**src/rtl/twda_pkg.sv**
```systemverilog
// shared types, constants and a helper function for the ternary weight dot accumulator
package twda_pkg;

   localparam int ACT_W       = 8;
   localparam int CODE_W      = 2;
   localparam int LANES       = 4;
   localparam int COUNT_W     = 3;
   localparam int TERM_W      = 10;
   localparam int SUM_W       = TERM_W + 1;
   localparam int OUT_W       = 21;
   localparam int ACC_WIDTH_DEF = 21;
   localparam int REQ_DATA_W  = 48;
   localparam int RSP_DATA_W  = 24;

   localparam logic [COUNT_W-1:0] MAX_COUNT = COUNT_W'(LANES);

   localparam logic signed [TERM_W-1:0] PAIR_MAX = TERM_W'(127);
   localparam logic signed [TERM_W-1:0] PAIR_MIN = TERM_W'(-128);

   // ternary weight codes, two and three both mean plus one
   localparam logic [CODE_W-1:0] CODE_NEG  = 2'd0;
   localparam logic [CODE_W-1:0] CODE_ZERO = 2'd1;

   // the one or two terms an item adds, in order, plus their sum
   typedef struct packed {
      logic signed [TERM_W-1:0] first;
      logic signed [TERM_W-1:0] second;
      logic signed [SUM_W-1:0]  both;
   } term_type;

   function automatic logic signed [ACT_W:0] weighted(input logic [CODE_W-1:0] code,
                                                      input logic signed [ACT_W-1:0] act);
      logic signed [ACT_W:0] ext;
      ext = {act[ACT_W-1], act};
      case (code)
         CODE_NEG:  weighted = -ext;
         CODE_ZERO: weighted = '0;
         default:   weighted = ext;
      endcase
   endfunction

endpackage

```
**src/rtl/twda_term.sv**
```systemverilog
// decodes one item into the terms it adds to the accumulator, pair sums clipped when pair_clamp is set
module twda_term (
   input  logic [7:0]         weight_codes,
   input  logic signed [7:0]  act0,
   input  logic signed [7:0]  act1,
   input  logic signed [7:0]  act2,
   input  logic signed [7:0]  act3,
   input  logic [2:0]         valid_count,
   input  logic               pair_clamp,
   output twda_pkg::term_type terms
);
   import twda_pkg::*;

   logic signed [ACT_W-1:0]  act [LANES];
   logic signed [ACT_W:0]    wact [LANES];
   logic signed [TERM_W-1:0] pair_raw [2];
   logic signed [TERM_W-1:0] pair_sum [2];
   logic signed [TERM_W-1:0] odd_lo;
   logic signed [TERM_W-1:0] odd_hi;
   logic [COUNT_W-1:0]       count;

   assign act[0] = act0;
   assign act[1] = act1;
   assign act[2] = act2;
   assign act[3] = act3;

   always_comb begin
      for (int j = 0; j < LANES; j++) begin
         wact[j] = weighted(weight_codes[CODE_W*j +: CODE_W], act[j]);
      end
   end

   always_comb begin
      for (int p = 0; p < 2; p++) begin
         pair_raw[p] = {wact[2*p][ACT_W], wact[2*p]} + {wact[2*p+1][ACT_W], wact[2*p+1]};
         if (pair_clamp && (pair_raw[p] > PAIR_MAX)) begin
            pair_sum[p] = PAIR_MAX;
         end else if (pair_clamp && (pair_raw[p] < PAIR_MIN)) begin
            pair_sum[p] = PAIR_MIN;
         end else begin
            pair_sum[p] = pair_raw[p];
         end
      end
   end

   assign odd_lo = {wact[0][ACT_W], wact[0]};
   assign odd_hi = {wact[2][ACT_W], wact[2]};
   assign count  = (valid_count > MAX_COUNT) ? MAX_COUNT : valid_count;

   always_comb begin
      terms.first  = '0;
      terms.second = '0;
      case (count)
         3'd0: begin
         end
         3'd1: begin
            terms.first = odd_lo;
         end
         3'd2: begin
            terms.first = pair_sum[0];
         end
         3'd3: begin
            terms.first  = pair_sum[0];
            terms.second = odd_hi;
         end
         default: begin
            terms.first  = pair_sum[0];
            terms.second = pair_sum[1];
         end
      endcase
      terms.both = {terms.first[TERM_W-1], terms.first}
                 + {terms.second[TERM_W-1], terms.second};
   end

endmodule

```
**src/rtl/twda_accum.sv**
```systemverilog
// saturating accumulator and the registered result stage
module twda_accum #(
   parameter int ACC_WIDTH = twda_pkg::ACC_WIDTH_DEF
) (
   input  logic                          clock,
   input  logic                          reset,
   input  logic                          stage_valid,
   input  logic                          stage_last,
   input  twda_pkg::term_type            stage_terms,
   output logic                          stage_taken,
   output logic                          rsp_valid,
   input  logic                          rsp_ready,
   output logic signed [twda_pkg::OUT_W-1:0] rsp_total
);
   import twda_pkg::*;

   localparam logic signed [ACC_WIDTH:0] ACC_MAX = {2'b00, {(ACC_WIDTH-1){1'b1}}};
   localparam logic signed [ACC_WIDTH:0] ACC_MIN = {2'b11, {(ACC_WIDTH-1){1'b0}}};

   logic signed [ACC_WIDTH-1:0] acc_ff, acc_in;
   logic                        rsp_valid_ff, rsp_valid_in;
   logic signed [OUT_W-1:0]     total_ff, total_in;

   logic signed [ACC_WIDTH:0]   acc_ext, first_ext, second_ext, both_ext;
   logic signed [ACC_WIDTH:0]   sum_first, sum_both, hi_second, lo_second;
   logic signed [ACC_WIDTH-1:0] acc_sum;
   logic signed [ACC_WIDTH+OUT_W-1:0] acc_wide;

   assign acc_ext    = {acc_ff[ACC_WIDTH-1], acc_ff};
   assign first_ext  = {{(ACC_WIDTH+1-TERM_W){stage_terms.first[TERM_W-1]}}, stage_terms.first};
   assign second_ext = {{(ACC_WIDTH+1-TERM_W){stage_terms.second[TERM_W-1]}},
                        stage_terms.second};
   assign both_ext   = {{(ACC_WIDTH+1-SUM_W){stage_terms.both[SUM_W-1]}}, stage_terms.both};

   // both adds run side by side: the second term on its own only matters after a clip
   assign sum_first = acc_ext + first_ext;
   assign sum_both  = acc_ext + both_ext;
   assign hi_second = ACC_MAX + second_ext;
   assign lo_second = ACC_MIN + second_ext;

   always_comb begin
      if (sum_first > ACC_MAX) begin
         acc_sum = (second_ext[ACC_WIDTH] == 1'b0) ? ACC_MAX[ACC_WIDTH-1:0]
                                                   : hi_second[ACC_WIDTH-1:0];
      end else if (sum_first < ACC_MIN) begin
         acc_sum = (second_ext[ACC_WIDTH] == 1'b1) ? ACC_MIN[ACC_WIDTH-1:0]
                                                   : lo_second[ACC_WIDTH-1:0];
      end else if (sum_both > ACC_MAX) begin
         acc_sum = ACC_MAX[ACC_WIDTH-1:0];
      end else if (sum_both < ACC_MIN) begin
         acc_sum = ACC_MIN[ACC_WIDTH-1:0];
      end else begin
         acc_sum = sum_both[ACC_WIDTH-1:0];
      end
   end

   assign acc_wide    = {{OUT_W{acc_sum[ACC_WIDTH-1]}}, acc_sum};
   assign stage_taken = stage_valid && (!stage_last || !rsp_valid_ff || rsp_ready);

   always_comb begin
      acc_in       = acc_ff;
      total_in     = total_ff;
      rsp_valid_in = rsp_valid_ff && !rsp_ready;
      if (stage_taken) begin
         if (stage_last) begin
            acc_in       = '0;
            total_in     = acc_wide[OUT_W-1:0];
            rsp_valid_in = 1'b1;
         end else begin
            acc_in = acc_sum;
         end
      end
   end

   always_ff @(posedge clock) begin
      if (reset) begin
         acc_ff       <= '0;
         rsp_valid_ff <= 1'b0;
      end else begin
         acc_ff       <= acc_in;
         rsp_valid_ff <= rsp_valid_in;
      end
      total_ff <= total_in;
   end

   assign rsp_valid = rsp_valid_ff;
   assign rsp_total = total_ff;

endmodule

```
**src/rtl/ternary_weight_dot_accumulator_core.sv**
```systemverilog
// top level of the ternary weight int8 dot product accumulator
// Streams ternary-weight dot products: each item carries four 2-bit weight codes
// (0 is -1, 1 is 0, 2 and 3 are +1) and four signed int8 activations, of which
// the leading valid_count are used (0 uses none, above four counts as four).
// Weights 0/1 and 2/3 form pairs; with pair_clamp set each pair sum is clipped
// to int8 before it is added, a leftover single weight goes in unclipped, and
// the accumulator saturates at its ACC_WIDTH-bit signed range after every add.
// The item with tlast set returns the row total (sign extended or cut to 21 bits)
// and clears the accumulator. One item is taken every clock unless a last item
// waits on an untaken total: the weight decode and pair sums sit in front of
// the input register, the accumulator loop is one wide add and compare, and
// the result register lets the next row run while a total waits. pair_clamp
// resets to 1 and may be written only while no item is in flight.
module ternary_weight_dot_accumulator_core #(
   parameter int ACC_WIDTH = twda_pkg::ACC_WIDTH_DEF
) (
   input  logic                              clock,
   input  logic                              reset,
   // req_tdata from bit 0: weight_codes[7:0], act0, act1, act2, act3, valid_count[2:0], zero pad
   input  logic [twda_pkg::REQ_DATA_W-1:0]   req_tdata,
   input  logic                              req_tlast,
   input  logic                              req_tvalid,
   output logic                              req_tready,
   // rsp_tdata from bit 0: dot_total[20:0], zero pad
   output logic [twda_pkg::RSP_DATA_W-1:0]   rsp_tdata,
   output logic                              rsp_tvalid,
   input  logic                              rsp_tready,
   // pair_clamp register write
   input  logic                              csr_wdata,
   input  logic                              csr_valid,
   output logic                              csr_ready
);
   import twda_pkg::*;

   logic                    pair_clamp_ff, pair_clamp_in;
   logic                    stage_valid_ff, stage_valid_in;
   logic                    stage_last_ff, stage_last_in;
   term_type                stage_terms_ff, stage_terms_in;
   term_type                req_terms;
   logic                    stage_taken;
   logic                    req_take;
   logic signed [OUT_W-1:0] dot_total;

   // config register, always ready
   assign csr_ready     = 1'b1;
   assign pair_clamp_in = csr_valid ? csr_wdata : pair_clamp_ff;

   // decode the incoming item into its one or two accumulator terms
   twda_term u_term (
      .weight_codes (req_tdata[7:0]),
      .act0         (req_tdata[15:8]),
      .act1         (req_tdata[23:16]),
      .act2         (req_tdata[31:24]),
      .act3         (req_tdata[39:32]),
      .valid_count  (req_tdata[42:40]),
      .pair_clamp   (pair_clamp_ff),
      .terms        (req_terms)
   );

   // input stage refills in the same cycle it drains
   assign req_tready = !stage_valid_ff || stage_taken;
   assign req_take   = req_tvalid && req_tready;

   always_comb begin
      stage_valid_in = stage_valid_ff && !stage_taken;
      stage_last_in  = stage_last_ff;
      stage_terms_in = stage_terms_ff;
      if (req_take) begin
         stage_valid_in = 1'b1;
         stage_last_in  = req_tlast;
         stage_terms_in = req_terms;
      end
   end

   always_ff @(posedge clock) begin
      if (reset) begin
         pair_clamp_ff  <= 1'b1;
         stage_valid_ff <= 1'b0;
      end else begin
         pair_clamp_ff  <= pair_clamp_in;
         stage_valid_ff <= stage_valid_in;
      end
      stage_last_ff  <= stage_last_in;
      stage_terms_ff <= stage_terms_in;
   end

   // accumulator loop and result register
   twda_accum #(
      .ACC_WIDTH (ACC_WIDTH)
   ) u_accum (
      .clock       (clock),
      .reset       (reset),
      .stage_valid (stage_valid_ff),
      .stage_last  (stage_last_ff),
      .stage_terms (stage_terms_ff),
      .stage_taken (stage_taken),
      .rsp_valid   (rsp_tvalid),
      .rsp_ready   (rsp_tready),
      .rsp_total   (dot_total)
   );

   assign rsp_tdata = {{(RSP_DATA_W-OUT_W){1'b0}}, dot_total};

endmodule
```
**config.mk**
```make
export PLATFORM = sky130hd
export DESIGN_NAME = ternary_weight_dot_accumulator_core
export DESIGN_NICKNAME = d
export VERILOG_FILES = /design/src/rtl/twda_pkg.sv /design/src/rtl/twda_term.sv /design/src/rtl/twda_accum.sv /design/src/rtl/ternary_weight_dot_accumulator_core.sv
export SDC_FILE = /design/constraint.sdc
export NUM_CORES = 1
export LEC_CHECK = 0
export ABC_CLOCK_PERIOD_IN_PS = 8100
export BUFFER_PORTS_ARGS = -buffer_cell sky130_fd_sc_hd__buf_2
export CAP_MARGIN = 10
export CORE_ASPECT_RATIO = 1.1
export CORE_MARGIN = 5
export CORE_UTILIZATION = 40
export CTS_CLUSTER_SIZE = 25
export DETAILED_ROUTE_END_ITERATION = 12
export SYNTH_ARGS = -nofsm -noshare
export SYNTH_HDL_FRONTEND = slang
export SYNTH_HIERARCHICAL = 1
export SYNTH_SLANG_ARGS = --single-unit
```
**constraint.sdc**
```tcl
create_clock -name clock -period 8.1 [get_ports clock]
set_clock_uncertainty 0.15 [all_clocks]
set_input_delay 0.405 -clock clock [delete_from_list [all_inputs] [get_ports clock]]
set_output_delay 0.405 -clock clock [all_outputs]
set_load 0.02 [all_outputs]
```
======== Word level (Yosys, flattened, before mapping) ========
Cells that the tools add are included.
cells by class
  $lt $le $gt $ge ......................... 9
  multiplexer cells ....................... 21
  eq/ne operators ......................... 7
  reduce and logical (&&, ||, !) cells .... 23
  add/subtract/negate cells ............... 11
operators with widths
  cell                                                   count
  2-to-1 mux 21 bit                                      7
  one-hot mux 9 bit (2 select lines)                     4
  > comparator 22 x 21 -> 1 bit (second input constant)  2
  < comparator 22 x 21 -> 1 bit (second input constant)  2
  adder 21 x 10 -> 21 bit (first input constant)         2
  2-to-1 mux 10 bit                                      4
  one-hot mux 10 bit (2 select lines)                    2
  negator 8 -> 9 bit                                     4
  adder 21 x 10 -> 22 bit                                1
  adder 21 x 11 -> 22 bit                                1
  adder 9 x 9 -> 10 bit                                  2
  > comparator 10 x 8 -> 1 bit (second input constant)   2
  < comparator 10 x 8 -> 1 bit (second input constant)   2
  adder 10 x 10 -> 11 bit                                1
  equality test 2 x 1 -> 1 bit (second input constant)   4
  logical AND 1 bit                                      8
  logical NOT 2 bit                                      4
  equality test 3 x 2 -> 1 bit (second input constant)   2
  logical NOT 1 bit                                      5
  equality test 3 x 1 -> 1 bit (second input constant)   1
  > comparator 3 bit (second input constant)             1
  logical NOT 3 bit                                      1
  logical OR 1 bit                                       3
  2-to-1 mux 1 bit                                       3
  other kinds (3)                                        3
storage, ports and cells
  bits of input ports ..................... 55
  bits in registers ....................... 77
  output and inout port bits .............. 27

======== Longest topological paths before layout ========
Gate-level depths: netlist of run 1.
  depth in word-level cells ............... 9
  mapped depth ............................ 25
  gate-level depth less buffers ........... 25

======== By module ========
The synthesis of run 1 kept the hierarchy.
by module, submodules not included
  module                               area an instance (um^2)  instances  cells an instance
  twda_accum                           3851.2                   1          444
  twda_term                            2483.6                   1          391
  ternary_weight_dot_accumulator_core  1082.3                   1          46

======== Least setup slack after synthesis of run 1 ========
Ideal clock, no wire load.
  kind .................................... input -> register
  start point ............................. input req_tdata[8] (netlist bit)
  end point ............................... register stage_terms_ff[9] (netlist bit), data pin
  stages on the path ...................... 22
  setup slack ............................. 3131 ps
  data required time ...................... 7685 ps
  data arrival time ....................... 4554 ps
  cells stage by stage .................... inv_1 -> ha_1 -> nand2_1 -> or3_1 -> mux2i_1 -> o21ai_0 -> ha_1 -> a21o_1 -> a2111oi_2 -> a21oi_1 -> a311o_1 -> o311ai_2 -> nand2_1 -> and4bb_1 -> ha_1 -> a21o_1 -> a21oi_1 -> o21bai_1 -> a2111o_1 -> a31oi_1 -> o21ai_0 -> xor2_1
RTL lines
  item                    RTL line                                   RTL
  start: declaration      ternary_weight_dot_accumulator_core.sv:20  input logic [twda_pkg::REQ_DATA_W-1:0] req_tdata,
  end signal: assignment  ternary_weight_dot_accumulator_core.sv:84  stage_terms_ff <= stage_terms_in;
  end: declaration        ternary_weight_dot_accumulator_core.sv:38  term_type stage_terms_ff, stage_terms_in;

==> flow_summary.json, run 1 <==
{
  "yosys.area.top_type": "edfxtp_1",
  "area_delta_synth_final_pct": 11.1,
  "cts_resized": 0,
  "fp-row-count": 52,
  "first_pass_iters": 5,
  "wl_um": 18100,
  "wl_per_cell_um": 15.3,
  "dp_hpwl_um": 14700,
  "die_height_um": 153,
  "synthTopCellsByArea": "edfxtp_1, ha_1, dfxtp_1",
  "antenna_left": 0,
  "final_nets": 1073,
  "fin_area_um2": 8240,
  "worstMarginPinSlew_ns": 1.01,
  "async_reset_ff_share_pct": 0,
  "via_per_inst": 5.57,
  "finalCoreUtilization_pct": 44.9,
  "hold_class": "primary input to flop",
  "max_freq_ghz": 0.178,
  "dieWidth_um": 140,
  "grt_pass1_vias": 6072,
  "synth_common_cells": "nand2_1, o21ai_0, ha_1",
  "diodes": 0,
  "min_path_cells": 1,
  "clk_latency_ns": 0.34,
  "stdcell_count": 1186,
  "port_buffers": 72,
  "cts_setup_buffers": 0,
  "peakVddDrop_uv": 114,
  "setup_viol": 0,
  "syn-mean-instance-area_um2": 8.42,
  "arrival_ns": 5.53,
  "pwr-share-seq_pct": 30.2,
  "route.detailed.drc": 0,
  "numClockSinks": 77,
  "antenna_found_initial": 0,
  "core_um2": 18300,
  "dpl-instance-area_um2": 7950,
  "rsz0062_at_grt": "false",
  "internal_power_mw": 1.15,
  "drive_gt1_share_pct": 13.3,
  "grt_max_degree": 33,
  "vias": 6601,
  "synth_edf_count": 53,
  "crit_path_max_fanout": 8,
  "status": "finished, final reports clean",
  "nFillCells": 1857,
  "gr-total-overflow": 0,
  "root_buffer": "clkbuf_16",
  "syn_inst": 881,
  "worstPathRequired_ns": 8.01,
  "power_mw": 1.92,
  "cts_tree": "yes",
  "tns_ns": 0,
  "synth_area_um2": 7420,
  "drv_cap": 0,
  "pwr-share-clk_pct": 20.3,
  "dpl_worst_slack_ns": 2.19,
  "dp_cells": 1170,
  "min_period_ns": 5.62,
  "whs_ns": 0.0921,
  "yosysTopAreaCellShare_pct": 21.5,
  "cts_buffer_depth": 2,
  "rr_worst_depth": 10,
  "min_period_over_period_pct": 69.3,
  "grt_pass1_wl_um": 29500,
  "comb_power_share_pct": 49.5,
  "synth_flop_cell": "edfxtp_1",
  "pin_count": 82,
  "cts_made_buffers": 9,
  "drtIter0Drc": 402,
  "p_per_area_nw_per_um2": 233,
  "ys_ff_latch": 77,
  "grt_use_total_pct": 16.5,
  "ys_types": 93,
  "start_util_pct": 40.4,
  "finalWorstSetupSlack_ns": 2.48,
  "final_hold_viol_count": 0,
  "clkTransAtPathRegs_ns": 0.06,
  "synth_warnings": 6,
  "p_leak_nw": 3.45,
  "hold_buffers": 0,
  "crit_path_end_kind": "flop",
  "slew_headroom_pct": 32.4,
  "p_switching_uw": 773,
  "htreeDepth": 3,
  "dieArea_um2": 21400,
  "synth.yosys.seq_area_share_pct": 27.9,
  "synth_most_common_cell": "nand2_1",
  "gp_routability_congestion": 0.897,
  "slew_violations": 0,
  "swShare_pct": 40.2,
  "worstSetupPathType": "primary input to flop",
  "cp-start-kind": "primary input"
}
==> worst max-delay path, cell delays in order <==
cell	delay, ns
buf_2	0.10
inv_1	0.06
ha_1	0.19
nand2_1	0.09
or3_1	0.35
mux2i_1	0.13
o21ai_0	0.40
ha_1	0.38
o21a_1	0.21
o21ai_0	0.15
a31oi_1	0.08
o21ai_0	0.43
nor3_4	0.13
a2111oi_0	0.59
ha_1	0.28
inv_1	0.05
fa_1	0.39
inv_1	0.07
a21oi_1	0.05
o21bai_1	0.23
a21o_1	0.16
a21oi_1	0.08
o21ai_0	0.36
a221oi_1	0.14
==> state kept, by name, summed over array words and instances, names as in the netlist <==
name / count
stage_valid_ff: 1
u_accum/acc_ff: 21
u_accum/rsp_valid: 1
stage_terms_ff: 31
stage_last_ff: 1
pair_clamp_ff: 1
u_accum/rsp_total: 21
==> cells by family after synthesis <==
kind of cell	after synthesis	share of synthesized area, %
DFF	77	27.9
adders and majority gates	85	14.7
buffers and inverters	86	5.11
xor gates and xnor gates	40	4.72
muxes	10	1.42
and+or+nand+nor	280	18.9
other	2	0.101
AOI/OAI and AO/OA	301	27.1
==> routing by layer <==
layer | GRT usage (%) | share of wire [%] | vias to the layer above | wire length, um
li1 | - | - | 3409 | -
met1 | 22.0 | 47 | 3004 | 8460
met5 | 0 | 0 | - | 0
met4 | 4.52 | 1.9 | 0 | 341
met3 | 2.63 | 4.2 | 29 | 758
met2 | 27.8 | 47 | 159 | 8530
==> power groups by stage <==
| stage | Sequential (mW) | Clock, mW | Combinational (mW) |
|---|---|---|---|
| global route | 0.588 | 0.420 | 1.06 |
| CTS | 0.581 | 0.404 | 0.948 |
| detailed placement | 0.589 | 0 | 0.943 |
| floorplan | 0.590 | 0 | 0.716 |
| finish | 0.581 | 0.391 | 0.951 |
| global placement | 0.589 | 0 | 0.935 |
==> final cells by class <==
| cell class | instances | area (um^2) | area share [%] |
|---|---|---|---|
| multi-input cells | 720 | 4980 | 60.4 |
| flip-flops and latches | 77 | 2070 | 25.1 |
| repair buffers | 76 | 390 | 4.74 |
| well taps | 243 | 304 | 3.69 |
| clock buffers | 11 | 254 | 3.08 |
| inverters | 54 | 203 | 2.46 |
| clock inverters | 5 | 40.0 | 0.486 |
==> cells in the final DEF, fill, tap and decap left out, types with 24 or more instances in the layout <==
master,instances
a21oi_1,65
buf_2,72
dfxtp_1,24
edfxtp_1,53
ha_1,75
inv_1,54
nand2_1,97
nor2_1,59
o21ai_0,83
xnor2_1,25
==> final timing paths <==
check	endpoint	slack [ns]	from
min reg2reg	u_accum/acc_ff[3]$_SDFFE_PP0P_	0.34	u_accum/acc_ff[3]$_SDFFE_PP0P_
max	stage_terms_ff[10]$_DFFE_PP_	2.48	req_tdata[8]
min	stage_last_ff$_DFFE_PP_	0.09	req_tlast
max reg2reg	u_accum/acc_ff[10]$_SDFFE_PP0P_	3.73	stage_terms_ff[30]$_DFFE_PP_
Power figures use the tool's default switching activity.
==> run 2: changes to the inputs <==
Settings changed: ABC_CLOCK_PERIOD_IN_PS 8100 to 5800.
Clock period 8.1 ns to 5.8 ns, I/O delays scaled along.
==> flow_summary.json, run 2 (same netlist as run 1, synthesis figures left out) <==
{
  "finalWorstSetupSlack_ns": 0.454,
  "gr-total-overflow": 0,
  "largest_register_ffs": 31,
  "p_leak_nw": 3.47,
  "hp-start": "csr_wdata",
  "final_hold_viol_count": 0,
  "nFillCells": 1856,
  "dpl-instance-area_um2": 7970,
  "diodes": 0,
  "crit_path_end_kind": "flop",
  "clkTransAtPathRegs_ns": 0.06,
  "antenna_left": 0,
  "hold_class": "primary input to flop",
  "min_to": "pair_clamp_ff$_SDFFE_PP1P_",
  "port_buffers": 72,
  "slew_violations": 0,
  "dp_hpwl_um": 14600,
  "timing.rr.end": "u_accum/acc_ff[2]$_SDFFE_PP0P_",
  "cts_tree": "yes",
  "htreeDepth": 3,
  "rr_worst_depth": 9,
  "grt_max_degree": 33,
  "dieArea_um2": 21400,
  "dieWidth_um": 140,
  "drive_gt1_share_pct": 13.6,
  "cts_resized": 0,
  "multi_input_area_um2": 4980,
  "clk_latency_ns": 0.34,
  "vias": 6672,
  "seqCellArea_um2": 2070,
  "p_per_area_nw_per_um2": 327,
  "fp-row-count": 52,
  "via_per_inst": 5.61,
  "setup_viol": 0,
  "max_freq_ghz": 0.187,
  "drv_cap": 0,
  "wl_per_cell_um": 15.3,
  "top_register": "stage_terms_ff",
  "fin_area_um2": 8280,
  "root_buffer": "clkbuf_16",
  "min_period_ns": 5.35,
  "drtIter0Drc": 381,
  "worstMarginPinSlew_ns": 1.16,
  "min_period_over_period_pct": 92.2,
  "route.detailed.drc": 0,
  "wl_um": 18200,
  "die_height_um": 153,
  "crit_path_max_fanout": 7,
  "layout_common_cells": "nand2_1, o21ai_0, ha_1",
  "slew_headroom_pct": 22.5,
  "antenna_found_initial": 0,
  "status": "finished, final reports clean",
  "dpl_worst_slack_ns": 0.0909,
  "worstPathRequired_ns": 5.72,
  "arrival_ns": 5.26,
  "final_nets": 1077,
  "start_util_pct": 40.4,
  "grt_pass1_wl_um": 29400,
  "cts_made_buffers": 9,
  "rrSetupSlack_ns": 1.22,
  "peakVddDrop_uv": 157,
  "tns_ns": 0,
  "core_um2": 18300,
  "pin_count": 82,
  "cts_setup_buffers": 0,
  "layout_commonest_cell": "nand2_1",
  "gp_routability_congestion": 0.866,
  "rr_startpoint": "stage_terms_ff[30]$_DFFE_PP_",
  "min_path_cells": 2,
  "rsz0062_at_grt": "false",
  "cp-start-kind": "primary input",
  "worstSetupPathType": "primary input to flop",
  "whs_ns": 0.00892,
  "numClockSinks": 77,
  "grt_use_total_pct": 16.5,
  "cts_buffer_depth": 2,
  "first_pass_iters": 6,
  "grt_pass1_vias": 6158,
  "area_delta_synth_final_pct": 11.6
}
-- run 2: what timing repair did --
item	CTS	global route
endpoints found under the setup margin	0	0
endpoints found under the hold margin	1	0
hold buffers	1	0
-- run 2: layout make-up --
class                           instances  share of cell area (%)
Timing Repair Buffer                   80                    5.11
Tap cell                              243                    3.67
Clock inverter                          7                   0.892
Clock buffer                            9                    2.72
Multi-Input combinational cell        720                    60.1
Inverter                               54                    2.45
Sequential cell                        77                    25.0
-- run 2: per-stage QoR --
stage	power [mW]	utilization (%)	instances
3_5_place_dp	2.14	43.4	1173
3_3_place_gp	2.14	43.4	1173
6_report	2.71	45.1	1190
5_1_grt	2.92	45.1	1190
4_1_cts	2.72	45.1	1190
2_1_floorplan	1.82	-	883
-- run 2: worst max path at each step --
stage             startpoint                            to  slack, ns  cells after the start
2_1_floorplan   req_tdata[8]   stage_terms_ff[9]$_DFFE_PP_       0.95                     22
3_3_place_gp    req_tdata[8]   stage_terms_ff[9]$_DFFE_PP_       0.31                     23
3_5_place_dp    req_tdata[8]  stage_terms_ff[10]$_DFFE_PP_       0.09                     24
4_1_cts         req_tdata[8]  stage_terms_ff[10]$_DFFE_PP_       0.43                     24
5_1_grt        req_tdata[10]  stage_terms_ff[10]$_DFFE_PP_       0.07                     24
6_report        req_tdata[8]  stage_terms_ff[10]$_DFFE_PP_       0.45                     24
-- run 2: report_power, final --
group          total [mW]  switching, mW  internal, mW
combinational        1.34          0.785         0.550
clock               0.560          0.226         0.334
sequential          0.813         0.0667         0.746
total                2.71           1.08          1.63
-- run 2: worst max-delay path: stages --
cell       delay [ns]
buf_2            0.10
inv_1            0.07
ha_1             0.19
nand2_1          0.09
or3_1            0.35
mux2i_1          0.13
o21ai_0          0.30
ha_1             0.36
o21a_1           0.22
o21ai_0          0.16
a31oi_1          0.08
o211ai_1         0.25
o311ai_2         0.18
a2111oi_0        0.72
ha_1             0.29
inv_1            0.06
fa_1             0.39
inv_1            0.07
a21oi_1          0.06
o21bai_1         0.19
a21o_1           0.15
a21oi_1          0.10
o21ai_0          0.34
a221oi_1         0.13
-- run 2: per-layer routing --
layer	vias up	GRT usage, %	wire [um]
met5	-	0	0
met4	0	5.63	448
met3	30	2.56	800
met2	148	28.4	8670
met1	3066	21.2	8250
li1	3428	-	-
==> run 3: changes to the inputs <==
==> constraint.sdc (replaced) <==
create_clock -name clock -period 5.8 [get_ports clock]
set_clock_uncertainty 0.15 [all_clocks]
set_input_delay 0.87 -clock clock [delete_from_list [all_inputs] [get_ports clock]]
set_output_delay 0.87 -clock clock [all_outputs]
set_load 0.02 [all_outputs]
==> flow_summary.json, run 3 (same netlist as run 1, synthesis figures left out) <==
{
  "status": "finished, final reports clean",
  "max_freq_ghz": 0.181,
  "power_mw": 2.77,
  "final_nets": 1129,
  "antenna_left": 0,
  "cts_tree": "yes",
  "dp_hpwl_um": 15000,
  "gr-total-overflow": 0,
  "pin_count": 82,
  "grt_pass1_wl_um": 29900,
  "drtIter0Drc": 346,
  "min_period_ns": 5.51,
  "start_util_pct": 40.4,
  "peakVddDrop_uv": 133,
  "dp_cells": 1225,
  "clkTransAtPathRegs_ns": 0.06,
  "cts_buffer_depth": 2,
  "worstSetupPathType": "primary input to flop",
  "cts_made_buffers": 9,
  "route.detailed.drc": 0,
  "worstPathRequired_ns": 5.74,
  "layout_common_cells": "nand2_1, o21ai_0, ha_1",
  "dieArea_um2": 21400,
  "via_per_inst": 5.50,
  "drive_gt1_share_pct": 18.6,
  "dieWidth_um": 140,
  "diodes": 0,
  "setup_viol": 0,
  "fp-row-count": 52,
  "final_hold_viol_count": 0,
  "wl_um": 18500,
  "slew_headroom_pct": 20.9,
  "min_period_over_period_pct": 95.1,
  "crit_path_max_fanout": 7,
  "area_delta_synth_final_pct": 16.9,
  "worstMarginPinSlew_ns": 1.18,
  "dpl_worst_slack_ns": -0.202,
  "first_pass_iters": 4,
  "whs_ns": 0.341,
  "finalWorstSetupSlack_ns": 0.286,
  "gp_routability_congestion": 0.896,
  "drv_cap": 0,
  "port_buffers": 72,
  "wl_per_cell_um": 14.9,
  "grt_max_degree": 33,
  "stdcell_count": 1242,
  "grt_use_total_pct": 16.7,
  "core_um2": 18300,
  "hold_class": "flop to flop",
  "clk_latency_ns": 0.34,
  "largest_register_ffs": 31,
  "numClockSinks": 77,
  "p_per_area_nw_per_um2": 320,
  "p_leak_nw": 3.71,
  "layout_commonest_cell": "nand2_1",
  "top_register": "stage_terms_ff",
  "hold_buffers": 0,
  "grt_pass1_vias": 6185,
  "crit_path_end_kind": "flop",
  "slew_violations": 0,
  "vias": 6825,
  "arrival_ns": 5.45,
  "htreeDepth": 3,
  "die_height_um": 153,
  "antenna_found_initial": 0,
  "cp-start-kind": "primary input",
  "root_buffer": "clkbuf_16"
}
run 3: cell types whose count changed in the layout (fill, tap and decap cells not counted), moves of 2 or more:
cell,change
buf_4,+53
clkinvlp_4,+2
clkinv_4,-2
inv_4,+2
run 3: worst paths after layout:
kind | start | end | slack (ns) | cells past startpoint
max | req_tdata[8] | stage_terms_ff[9]$_DFFE_PP_ | 0.29 | 24
min | u_accum/acc_ff[3]$_SDFFE_PP0P_ | u_accum/acc_ff[3]$_SDFFE_PP0P_ | 0.34 | 2
max reg2reg | stage_terms_ff[30]$_DFFE_PP_ | u_accum/acc_ff[2]$_SDFFE_PP0P_ | 1.19 | 9
min reg2reg | u_accum/acc_ff[3]$_SDFFE_PP0P_ | u_accum/acc_ff[3]$_SDFFE_PP0P_ | 0.34 | 2
run 3: cell type report:
type,instances,area [um^2]
Inverter,54,203
Clock buffer,9,225
Multi-Input combinational cell,720,5010
Fill cell,1835,9680
Sequential cell,77,2070
Clock inverter,7,48.8
Timing Repair Buffer,132,811
Tap cell,243,304
run 3: through the flow:
stage               TNS (ns)  area [um^2]  utilization [%]
floorplan                  0         7420                -
detailed placement    -0.538         8360             45.6
global placement      -0.486         8360             45.6
finish                     0         8670             47.3
CTS                        0         8630             47.0
global route         -0.0130         8670             47.3
run 3: repair_timing:
item,in CTS,in global routing
resized for setup,0,7
endpoints found under the setup margin,0,4
buffers inserted,0,1
run 3: per-layer routing:
layer | track usage [%] | part of all wire (%) | up-vias
li1 | - | - | 3525
met1 | 21.4 | 46 | 3145
met2 | 28.8 | 48 | 129
met3 | 2.56 | 3.5 | 26
met4 | 5.49 | 2.2 | 0
met5 | 0 | 0 | -
run 3: critical path: stages:
cell	delay, ns
buf_2	0.11
inv_1	0.07
ha_1	0.20
nand2_1	0.09
or3_1	0.34
mux2i_1	0.15
o21ai_0	0.08
buf_4	0.14
ha_1	0.31
a21o_1	0.19
a2111oi_2	0.35
a21oi_1	0.12
a311o_1	0.34
o311ai_4	0.13
nand2_1	0.12
and4bb_1	0.23
ha_1	0.27
a21o_1	0.20
a21oi_2	0.16
o21bai_1	0.11
a2111o_1	0.45
a31oi_1	0.17
o21ai_0	0.11
xor2_1	0.15
run 3: power breakdown:
group / leakage [nW] / switching (mW) / internal, mW
registers: 0.701 / 0.0658 / 0.746
clock network: 0.129 / 0.229 / 0.290
logic: 2.88 / 0.813 / 0.630
